==> src/ualm_pkg.sv <==
`timescale 1ns / 1ps
`default_nettype none
// ----------------------------------------------------------------------------
// ualm_pkg: shared types and constants for the identifier allow-list
// Beat layouts, operation and status codes, table sizing, byte mask helper.
// ----------------------------------------------------------------------------
package ualm_pkg;

  localparam int MAX_ENTRIES   = 16;
  localparam int UID_MAX_BYTES = 10;
  localparam int UID_BITS      = 8 * UID_MAX_BYTES;
  localparam int CNT_W         = $clog2(MAX_ENTRIES + 1);
  localparam int IDX_W         = (MAX_ENTRIES > 1) ? $clog2(MAX_ENTRIES) : 1;

  localparam logic [1:0] FUNC_CHECK = 2'd0;
  localparam logic [1:0] FUNC_ADD   = 2'd1;
  localparam logic [1:0] FUNC_CLEAR = 2'd2;
  localparam logic [1:0] FUNC_NOP   = 2'd3;

  localparam logic [1:0] ST_OK      = 2'd0;
  localparam logic [1:0] ST_BAD_LEN = 2'd1;
  localparam logic [1:0] ST_FULL    = 2'd2;

  typedef struct packed {
    logic [1:0]  func;
    logic [3:0]  uid_length;
    logic [63:0] uid_low;
    logic [15:0] uid_high;
  } in_item_t;

  typedef struct packed {
    logic [1:0] status;
    logic       authorized;
    logic [4:0] entries_used;
  } out_item_t;

  // Table command for one beat; add and check arrive already length-qualified.
  typedef struct packed {
    logic        check;
    logic        add;
    logic        clear;
    logic [3:0]  uid_length;
    logic [63:0] uid_low;
    logic [15:0] uid_high;
  } table_op_t;

  typedef struct packed {
    logic             hit;
    logic             full;
    logic [CNT_W-1:0] count_next;
  } table_stat_t;

  // One byte lane set per byte covered by the length.
  function automatic logic [UID_BITS-1:0] uid_mask(input logic [3:0] len);
    logic [UID_BITS-1:0] m;
    m = '0;
    for (int b = 0; b < UID_MAX_BYTES; b++) begin
      m[b*8 +: 8] = {8{(4'(b) < len)}};
    end
    return m;
  endfunction

endpackage
`default_nettype wire

==> src/ualm_in_if.sv <==
`timescale 1ns / 1ps
`default_nettype none
// ----------------------------------------------------------------------------
// ualm_in_if: request channel
// Valid/ready channel carrying one operation beat.
// ----------------------------------------------------------------------------
interface ualm_in_if;
  logic              valid;
  logic              ready;
  ualm_pkg::in_item_t data;

  modport source (output valid, output data, input ready);
  modport sink   (input valid, input data, output ready);
endinterface
`default_nettype wire

==> src/ualm_out_if.sv <==
`timescale 1ns / 1ps
`default_nettype none
// ----------------------------------------------------------------------------
// ualm_out_if: response channel
// Valid/ready channel carrying one result beat.
// ----------------------------------------------------------------------------
interface ualm_out_if;
  logic               valid;
  logic               ready;
  ualm_pkg::out_item_t data;

  modport source (output valid, output data, input ready);
  modport sink   (input valid, input data, output ready);
endinterface
`default_nettype wire

==> src/uid_allow_list_match_table_core.sv <==
`timescale 1ns / 1ps
`default_nettype none
// ----------------------------------------------------------------------------
// uid_allow_list_match_table_core: card identifier allow-list
// Check, add and clear operations on a 16-entry associative match table.
// ----------------------------------------------------------------------------
// Usage
//   req: one beat per operation (func, uid_length, uid_low, uid_high).
//        func CHECK looks the identifier up, ADD appends it, CLEAR empties
//        the table (stored bytes stay, only the count drops to zero).
//   rsp: exactly one beat per request: status (ok / bad length / full),
//        authorized (check hit) and entries_used after the operation.
//   Path: a request beat lands in the input register when accepted; its
//        response is then registered in the response register, which
//        drives rsp.valid and rsp.data.
//   Throughput: one operation per cycle while rsp is not stalled. All entries
//        compare in parallel and a table update is visible to the very next beat.
//   Stall: when rsp is held off the response register keeps its beat, the
//        input register fills, and req.ready drops until rsp moves again.
//   Reset: rst (synchronous, active high) empties both pipeline registers
//        and sets the entry count to zero; entry storage is not cleared,
//        entries at or above the count are never compared.
// ----------------------------------------------------------------------------
module uid_allow_list_match_table_core (
  input  wire logic clk,
  input  wire logic rst,
  ualm_in_if.sink   req,
  ualm_out_if.source rsp
);

  // input register
  logic               in_valid;
  ualm_pkg::in_item_t in_data;
  // response register
  logic                out_valid;
  ualm_pkg::out_item_t out_data;
  ualm_pkg::out_item_t out_data_next;

  logic                  adv;
  logic                  len_ok;
  ualm_pkg::table_op_t   op;
  ualm_pkg::table_stat_t tstat;

  // Input register moves forward whenever the response slot is free or drains.
  assign adv       = in_valid && (!out_valid || rsp.ready);
  assign req.ready = !in_valid || adv;

  always_ff @(posedge clk) begin
    if (rst) begin
      in_valid <= 1'b0;
    end else if (req.ready) begin
      in_valid <= req.valid;
    end
  end

  always_ff @(posedge clk) begin
    if (req.ready && req.valid) begin
      in_data <= req.data;
    end
  end

  assign len_ok = (in_data.uid_length >= 4'd1) &&
                  (in_data.uid_length <= 4'(ualm_pkg::UID_MAX_BYTES));

  // Table only acts on a beat that actually advances.
  assign op.check      = adv && (in_data.func == ualm_pkg::FUNC_CHECK) && len_ok;
  assign op.add        = adv && (in_data.func == ualm_pkg::FUNC_ADD) && len_ok;
  assign op.clear      = adv && (in_data.func == ualm_pkg::FUNC_CLEAR);
  assign op.uid_length = in_data.uid_length;
  assign op.uid_low    = in_data.uid_low;
  assign op.uid_high   = in_data.uid_high;

  ualm_table u_table (
    .clk  (clk),
    .rst  (rst),
    .op   (op),
    .stat (tstat)
  );

  always_comb begin
    out_data_next.status       = ualm_pkg::ST_OK;
    out_data_next.authorized   = tstat.hit;
    out_data_next.entries_used = 5'(tstat.count_next);
    unique case (in_data.func)
      ualm_pkg::FUNC_CHECK: begin
        if (!len_ok) begin
          out_data_next.status = ualm_pkg::ST_BAD_LEN;
        end
      end
      ualm_pkg::FUNC_ADD: begin
        // bad length wins over full
        priority if (!len_ok) begin
          out_data_next.status = ualm_pkg::ST_BAD_LEN;
        end else if (tstat.full) begin
          out_data_next.status = ualm_pkg::ST_FULL;
        end else begin
          out_data_next.status = ualm_pkg::ST_OK;
        end
      end
      ualm_pkg::FUNC_CLEAR,
      ualm_pkg::FUNC_NOP: begin
        out_data_next.status = ualm_pkg::ST_OK;
      end
      default: begin
        out_data_next.status = ualm_pkg::ST_OK;
      end
    endcase
  end

  always_ff @(posedge clk) begin
    if (rst) begin
      out_valid <= 1'b0;
    end else if (!out_valid || rsp.ready) begin
      out_valid <= in_valid;
    end
  end

  always_ff @(posedge clk) begin
    if (adv) begin
      out_data <= out_data_next;
    end
  end

  assign rsp.valid = out_valid;
  assign rsp.data  = out_data;

  a_auth_only_check: assert property (@(posedge clk) disable iff (rst)
    adv && (in_data.func != ualm_pkg::FUNC_CHECK) |=> !out_data.authorized)
    else $error("authorized set on a non-check operation");

  a_clear_empties: assert property (@(posedge clk) disable iff (rst)
    adv && (in_data.func == ualm_pkg::FUNC_CLEAR) |=>
      out_valid && (out_data.entries_used == 5'd0))
    else $error("clear did not report an empty table");

  a_full_at_depth: assert property (@(posedge clk) disable iff (rst)
    out_valid && (out_data.status == ualm_pkg::ST_FULL) |->
      (out_data.entries_used == 5'(ualm_pkg::MAX_ENTRIES)))
    else $error("table full reported below depth");

  a_no_loss: assert property (@(posedge clk) disable iff (rst)
    out_valid && !rsp.ready |-> !adv)
    else $error("response overwritten while stalled");

endmodule
`default_nettype wire

==> src/ualm_table.sv <==
`timescale 1ns / 1ps
`default_nettype none
// ----------------------------------------------------------------------------
// ualm_table: entry storage with parallel match
// Every entry has its own comparator; add writes at the count, clear zeroes it.
// ----------------------------------------------------------------------------
module ualm_table (
  input  wire logic                    clk,
  input  wire logic                    rst,
  input  wire ualm_pkg::table_op_t     op,
  output      ualm_pkg::table_stat_t   stat
);

  logic [63:0]                  entry_low  [ualm_pkg::MAX_ENTRIES];
  logic [15:0]                  entry_high [ualm_pkg::MAX_ENTRIES];
  logic [3:0]                   entry_len  [ualm_pkg::MAX_ENTRIES];
  logic [ualm_pkg::CNT_W-1:0]   count;
  logic [ualm_pkg::CNT_W-1:0]   count_next;
  logic [ualm_pkg::MAX_ENTRIES-1:0] lane_hit;
  logic [ualm_pkg::UID_BITS-1:0]    mask;
  logic                         full;
  logic                         do_add;

  assign mask   = ualm_pkg::uid_mask(op.uid_length);
  assign full   = (count == ualm_pkg::CNT_W'(ualm_pkg::MAX_ENTRIES));
  assign do_add = op.add && !full;

  for (genvar i = 0; i < ualm_pkg::MAX_ENTRIES; i++) begin : g_lane
    assign lane_hit[i] = (ualm_pkg::CNT_W'(i) < count) &&
                         (entry_len[i] == op.uid_length) &&
                         (((entry_low[i] ^ op.uid_low) & mask[63:0]) == '0) &&
                         (((entry_high[i] ^ op.uid_high) & mask[79:64]) == '0);
  end

  always_comb begin
    priority if (op.clear) begin
      count_next = '0;
    end else if (do_add) begin
      count_next = count + ualm_pkg::CNT_W'(1);
    end else begin
      count_next = count;
    end
  end

  always_ff @(posedge clk) begin
    if (rst) begin
      count <= '0;
    end else begin
      count <= count_next;
    end
  end

  always_ff @(posedge clk) begin
    if (do_add) begin
      entry_low[count[ualm_pkg::IDX_W-1:0]]  <= op.uid_low;
      entry_high[count[ualm_pkg::IDX_W-1:0]] <= op.uid_high;
      entry_len[count[ualm_pkg::IDX_W-1:0]]  <= op.uid_length;
    end
  end

  assign stat.hit        = op.check && (|lane_hit);
  assign stat.full       = full;
  assign stat.count_next = count_next;

  a_count_bound: assert property (@(posedge clk) disable iff (rst)
    count <= ualm_pkg::CNT_W'(ualm_pkg::MAX_ENTRIES))
    else $error("entry count above table depth");

  a_empty_no_hit: assert property (@(posedge clk) disable iff (rst)
    (count == '0) |-> !stat.hit)
    else $error("match reported on an empty table");

endmodule
`default_nettype wire
==> src/flat_wrapper.sv <==
// flat-port wrapper written by rule: the top's interface ports become plain ports
module uid_allow_list_match_table_core_flat 
  (clk, rst, req_valid, req_data, req_ready, rsp_valid, rsp_data, rsp_ready);
  ualm_in_if req_i ();
  ualm_out_if rsp_i ();
  input  wire logic clk;
  input  wire logic rst;
  input wire logic [$bits(req_i.valid)-1:0] req_valid;
  input wire logic [$bits(req_i.data)-1:0] req_data;
  output wire logic [$bits(req_i.ready)-1:0] req_ready;
  output wire logic [$bits(rsp_i.valid)-1:0] rsp_valid;
  output wire logic [$bits(rsp_i.data)-1:0] rsp_data;
  input wire logic [$bits(rsp_i.ready)-1:0] rsp_ready;
  assign req_i.valid = req_valid;
  assign req_i.data = req_data;
  assign req_ready = req_i.ready;
  assign rsp_valid = rsp_i.valid;
  assign rsp_data = rsp_i.data;
  assign rsp_i.ready = rsp_ready;
  uid_allow_list_match_table_core u_core (.clk(clk), .rst(rst), .req(req_i), .rsp(rsp_i));
endmodule
==> config.mk <==
export PLATFORM = sky130hd
export DESIGN_NAME = uid_allow_list_match_table_core_flat
export DESIGN_NICKNAME = d
export VERILOG_FILES = /design/src/ualm_pkg.sv /design/src/ualm_in_if.sv /design/src/ualm_out_if.sv /design/src/uid_allow_list_match_table_core.sv /design/src/ualm_table.sv /design/src/flat_wrapper.sv
export SDC_FILE = /design/constraint.sdc
export NUM_CORES = 2
export LEC_CHECK = 0
export BUFFER_PORTS_ARGS = -buffer_cell sky130_fd_sc_hd__buf_2
export CELL_PAD_IN_SITES_DETAIL_PLACEMENT = 0
export CELL_PAD_IN_SITES_GLOBAL_PLACEMENT = 1
export CORE_MARGIN = 1
export CORE_UTILIZATION = 49
export DETAILED_ROUTE_END_ITERATION = 7
export PLACE_DENSITY_LB_ADDON = 0.12
export SETUP_SLACK_MARGIN = 0.02
export SLEW_MARGIN = 25
export SYNTH_ARGS = -nofsm -noshare
export SYNTH_HDL_FRONTEND = slang
export SYNTH_SLANG_ARGS = --single-unit
==> constraint.sdc <==
create_clock -name clk -period 7.6 [get_ports clk]
set_input_delay 1.14 -clock clk [delete_from_list [all_inputs] [get_ports clk]]
set_output_delay 1.14 -clock clk [all_outputs]
set_load 0.005 [all_outputs]
==> flow_summary.html <==
<table>
<tr><th>Metric</th><th>Value</th></tr>
<tr><th colspan="2">Status</th></tr>
<tr><td>Status</td><td>complete, no violations</td></tr>
<tr><th colspan="2">Power</th></tr>
<tr><td>Clock Power Share</td><td>42.3%</td></tr>
<tr><td>IR drop worst, VDD</td><td>0.242 mV</td></tr>
<tr><td>Internal power consumption</td><td>13.2 mW</td></tr>
<tr><td>Leakage power summed over all cells</td><td>20.2 nW</td></tr>
<tr><td>Power spent charging and discharging nets</td><td>3.72 mW</td></tr>
<tr><td>Sequential group share of total power</td><td>52.2%</td></tr>
<tr><td>Total power</td><td>16.9 mW</td></tr>
<tr><td>Switch share</td><td>22.0%</td></tr>
<tr><td>Comb pwr share</td><td>5.5%</td></tr>
<tr><td>Areal power density over the cells</td><td>250 nW/µm²</td></tr>
<tr><th colspan="2">Route</th></tr>
<tr><td>Wirelength, routed</td><td>152,000 µm</td></tr>
<tr><td>Via/cell ratio</td><td>5.56</td></tr>
<tr><td>DRT Pass-1 Iters</td><td>7</td></tr>
<tr><td>DR DRC count</td><td>0</td></tr>
<tr><td>Number of vias in the routed layout</td><td>31,200</td></tr>
<tr><td>Antenna-violating nets left</td><td>0</td></tr>
<tr><td>Average wire per cell in the routed design</td><td>27.1 µm</td></tr>
<tr><td>Drt first-iter violations</td><td>2,758</td></tr>
<tr><th colspan="2">Clock tree</th></tr>
<tr><td>Sink count of the clock tree</td><td>1,445</td></tr>
<tr><td>Resized cells post-CTS</td><td>0</td></tr>
<tr><td>H-tree depth</td><td>4</td></tr>
<tr><td>CTS Root Buffer Type</td><td>sky130_fd_sc_hd__clkbuf_16</td></tr>
<tr><td>Maximum number of buffers from clock root to sink</td><td>3</td></tr>
<tr><td>Number of buffers inserted during clock tree synthesis</td><td>155</td></tr>
<tr><td>Setup repair bufs after CTS</td><td>0</td></tr>
<tr><td>Hold-fix buffer count after cts</td><td>0</td></tr>
<tr><td>TritonCTS clock tree</td><td>yes</td></tr>
<tr><td>Clock transition at path regs</td><td>0.06 ns</td></tr>
<tr><td>Later-pin clock latency in the skew report</td><td>0.79 ns</td></tr>
<tr><th colspan="2">STA</th></tr>
<tr><td>Final worst path period need</td><td>4.67 ns</td></tr>
<tr><td>Max transition margin</td><td>26.2%</td></tr>
<tr><td>Smallest hold slack</td><td>0.524 ns</td></tr>
<tr><td>Final setup violation count</td><td>0</td></tr>
<tr><td>Fin. max-slew vios</td><td>0</td></tr>
<tr><td>Unrepaired setup endpoints after global routing</td><td>false</td></tr>
<tr><td>Clock Skews</td><td>0.0261 ns</td></tr>
<tr><td>Summed negative setup slack over all endpoints</td><td>0 ns</td></tr>
<tr><td>Fin crit share</td><td>61.4%</td></tr>
<tr><td>Number of hold violations in the final report</td><td>0</td></tr>
<tr><td>Timing-limited maximum frequency</td><td>0.214 GHz</td></tr>
<tr><td>Slew at the pin with the worst max-slew slack</td><td>1.10 ns</td></tr>
<tr><th colspan="2">Global routing</th></tr>
<tr><td>Via count of the first global-routing pass</td><td>31,800</td></tr>
<tr><td>Total grt overflow</td><td>0</td></tr>
<tr><td>Number of antenna violations at the first check in global routing</td><td>2</td></tr>
<tr><td>Overall routing resource usage</td><td>24.6%</td></tr>
<tr><td>First-pass GRT wire length</td><td>221,000 µm</td></tr>
<tr><td>Largest net degree at the start of global routing</td><td>85</td></tr>
<tr><th colspan="2">Yosys</th></tr>
<tr><td>Commonest register cell after synthesis</td><td>sky130_fd_sc_hd__edfxtp_1</td></tr>
<tr><td>Number of synthesis warnings</td><td>0</td></tr>
<tr><td>Count of flip-flops with a built-in enable after synthesis</td><td>1,438</td></tr>
<tr><td>Synthesized net count</td><td>3,764</td></tr>
<tr><td>Syn avg cell area</td><td>16.4 µm²</td></tr>
<tr><td>Share of synthesized registers carrying an async set or reset</td><td>0%</td></tr>
<tr><td>Sequential cell area fraction in the yosys report</td><td>71.8%</td></tr>
<tr><td>Gate Count Post-Synth</td><td>3,670</td></tr>
<tr><td>Register bit total from synthesis</td><td>1,445</td></tr>
<tr><td>Number of different library cells in the post-synthesis netlist</td><td>46</td></tr>
<tr><td>Synthesized cell area</td><td>60,400 µm²</td></tr>
<tr><th colspan="2">Floorplanning</th></tr>
<tr><td>Starting Density</td><td>49.5%</td></tr>
<tr><td>Width of the die</td><td>353 µm</td></tr>
<tr><td>Floorplan core area</td><td>122,000 µm²</td></tr>
<tr><td>Boundary Pins</td><td>100</td></tr>
<tr><td>Row Count</td><td>128</td></tr>
<tr><td>Area of the die</td><td>125,000 µm²</td></tr>
<tr><td>Die Y</td><td>353 µm</td></tr>
<tr><th colspan="2">Cells and area</th></tr>
<tr><td>Layout cells sized above 1</td><td>11.9%</td></tr>
<tr><td>Util after Layout</td><td>55.5%</td></tr>
<tr><td>Final Non-Filler Cells</td><td>5,622</td></tr>
<tr><td>Number of nets in the finished design</td><td>3,963</td></tr>
<tr><td>Area growth from synthesis to layout</td><td>12.3%</td></tr>
<tr><th colspan="2">Critical path</th></tr>
<tr><td>Maximum fanout count along the critical path</td><td>52</td></tr>
<tr><td>Category of the worst setup path launch point</td><td>flop</td></tr>
<tr><td>Data arrival time of the critical path</td><td>5.07 ns</td></tr>
<tr><td>Type of the setup path with the least slack</td><td>flop to flop</td></tr>
<tr><td>Start point of the critical path</td><td>u_core.in_data[83]</td></tr>
<tr><td>Critical register-to-register path startpoint</td><td>u_core.in_data[83]</td></tr>
<tr><td>Crit. End Element</td><td>flop</td></tr>
<tr><td>Data required, critical path</td><td>8.00 ns</td></tr>
<tr><th colspan="2">Min path</th></tr>
<tr><td>Hold Startpoint</td><td>req_data[65]</td></tr>
<tr><td>Min-Delay Path Class</td><td>input port to flop</td></tr>
<tr><th colspan="2">Run</th></tr>
<tr><td>Number of maximum-capacitance constraint violations</td><td>0</td></tr>
<tr><th colspan="2">Placement</th></tr>
<tr><td>Cells after DPL</td><td>5,336</td></tr>
<tr><td>Estimated wirelength of the detail-placed design</td><td>91,600 µm</td></tr>
<tr><td>Final RePlAce weighted congestion</td><td>0.857</td></tr>
<tr><td>PortBufs</td><td>99</td></tr>
</table>
## cell usage after synthesis, types with 4 or more instances
master	number	area share, %
sky130_fd_sc_hd__a211oi_1	5	0.062
sky130_fd_sc_hd__a21o_1	4	0.050
sky130_fd_sc_hd__a21oi_1	17	0.14
sky130_fd_sc_hd__a31oi_1	5	0.052
sky130_fd_sc_hd__buf_2	86	0.71
sky130_fd_sc_hd__buf_4	85	1.1
sky130_fd_sc_hd__buf_6	6	0.11
sky130_fd_sc_hd__clkbuf_1	10	0.062
sky130_fd_sc_hd__dfxtp_1	7	0.23
sky130_fd_sc_hd__edfxtp_1	1438	72
sky130_fd_sc_hd__ha_1	4	0.083
sky130_fd_sc_hd__inv_1	7	0.044
sky130_fd_sc_hd__nand2_1	19	0.12
sky130_fd_sc_hd__nand2b_1	4	0.041
sky130_fd_sc_hd__nand3_1	17	0.14
sky130_fd_sc_hd__nand4_1	323	3.3
sky130_fd_sc_hd__nor2_1	39	0.24
sky130_fd_sc_hd__nor3_1	18	0.15
sky130_fd_sc_hd__nor4_1	58	0.60
sky130_fd_sc_hd__o2111ai_1	4	0.058
sky130_fd_sc_hd__o211ai_1	4	0.050
sky130_fd_sc_hd__o21ai_0	128	1.1
sky130_fd_sc_hd__o31a_1	5	0.073
sky130_fd_sc_hd__xnor2_1	1195	17
sky130_fd_sc_hd__xor2_1	152	2.2
## power groups by stage
stage | Sequential [mW] | Clock, mW | Combinational [mW]
after floorplan | 9.04 | 0 | 0.564
after global placement | 9.01 | 0 | 0.915
after detailed placement | 9.02 | 0 | 0.945
after CTS | 8.85 | 7.32 | 0.949
after global routing | 8.85 | 7.62 | 1.00
final | 8.85 | 7.16 | 0.932
## registers in the layout, summed over array words and instances (netlist names)
name,cells
u_core.u_table.entry_high,256
u_core.u_table.count,5
u_core.in_valid,1
u_core.rsp.data,8
u_core.u_table.entry_low,1024
u_core.rsp.valid,1
u_core.u_table.entry_len,64
u_core.in_data,86
## through the flow
| stage | setup WS (ns) | instance area (µm²) |
|---|---|---|
| 2_1_floorplan | 1.57 | 60400 |
| 3_3_place_gp | 2.80 | 62800 |
| 3_5_place_dp | 2.79 | 62900 |
| 4_1_cts | 2.76 | 67700 |
| 5_1_grt | 2.61 | 67800 |
| 6_report | 2.93 | 67800 |
## placed cells by master, fill, tap and decap left out, drive strengths merged, types with 2 or more instances in the layout
cell | netlist | layout
nor3 | 20 | 20
nor4 | 58 | 58
o31a | 5 | 5
xnor2 | 1195 | 1195
nand2 | 20 | 20
and2 | 3 | 3
inv | 7 | 12
nand3 | 17 | 17
nor2b | 2 | 2
o21ai | 131 | 131
a2111oi | 2 | 2
clkbuf | 10 | 196
diode | 0 | 2
a21oi | 17 | 17
a22oi | 3 | 3
nand4 | 323 | 323
nor2 | 40 | 40
a31oi | 5 | 5
bufinv | 0 | 8
dfxtp | 7 | 7
o2111ai | 4 | 4
o211ai | 4 | 4
xor2 | 152 | 152
clkinvlp | 0 | 2
edfxtp | 1438 | 1438
a211oi | 5 | 5
nand2b | 4 | 4
a21o | 4 | 4
or2 | 3 | 3
clkinv | 0 | 72
ha | 4 | 4
buf | 178 | 230
## cells by family after synthesis
group           Yosys count  share of synthesized area (%)
compound gates          186                           1.76
xor+xnor               1347                           19.5
mux                       1                         0.0166
flops                  1445                           71.8
fa+ha+maj                 4                         0.0829
simple gates            492                           4.81
buf+inv                 195                           1.99
## layer usage
metal | routed length, µm | share of wire [%] | vias up | GRT usage (%)
met1 | 67500 | 44 | 16200 | 34.0
met3 | 7350 | 4.8 | 262 | 3.79
met4 | 4680 | 3.1 | 0 | 8.63
met5 | 0 | 0 | - | 0
li1 | - | - | 13900 | -
met2 | 72900 | 48 | 863 | 39.8
## worst paths after layout
check | slack (ns) | to | depth (start not counted)
setup / recovery | 2.93 | u_core.u_table.entry_low[9][31] | 9
setup reg to reg | 2.93 | u_core.u_table.entry_low[9][31] | 9
hold reg to reg | 0.53 | u_core.rsp.valid | 2
hold / removal | 0.52 | u_core.in_data[65] | 1
## final cells by class
cell class,instances,area (µm²)
inverter,7,28.8
clock inverter,87,741
fill,9622,54300
timing repair buffer,230,1560
clock buffer,196,4100
multi-input combinational,2030,16000
sequential,1445,43300
tap,1625,2030
antenna,2,5.00
## worst max-delay path, cell delays in order (launching register included)
cell                       delay [ns]
sky130_fd_sc_hd__edfxtp_1        0.35
sky130_fd_sc_hd__buf_4           0.56
sky130_fd_sc_hd__or2_1           0.37
sky130_fd_sc_hd__nor2_1          0.15
sky130_fd_sc_hd__nor3b_2         0.22
sky130_fd_sc_hd__nand2_1         0.13
sky130_fd_sc_hd__a311oi_4        0.53
sky130_fd_sc_hd__nand2_1         0.37
sky130_fd_sc_hd__nor2_4          0.80
sky130_fd_sc_hd__buf_4           0.75
Power figures use the tool's default switching activity.
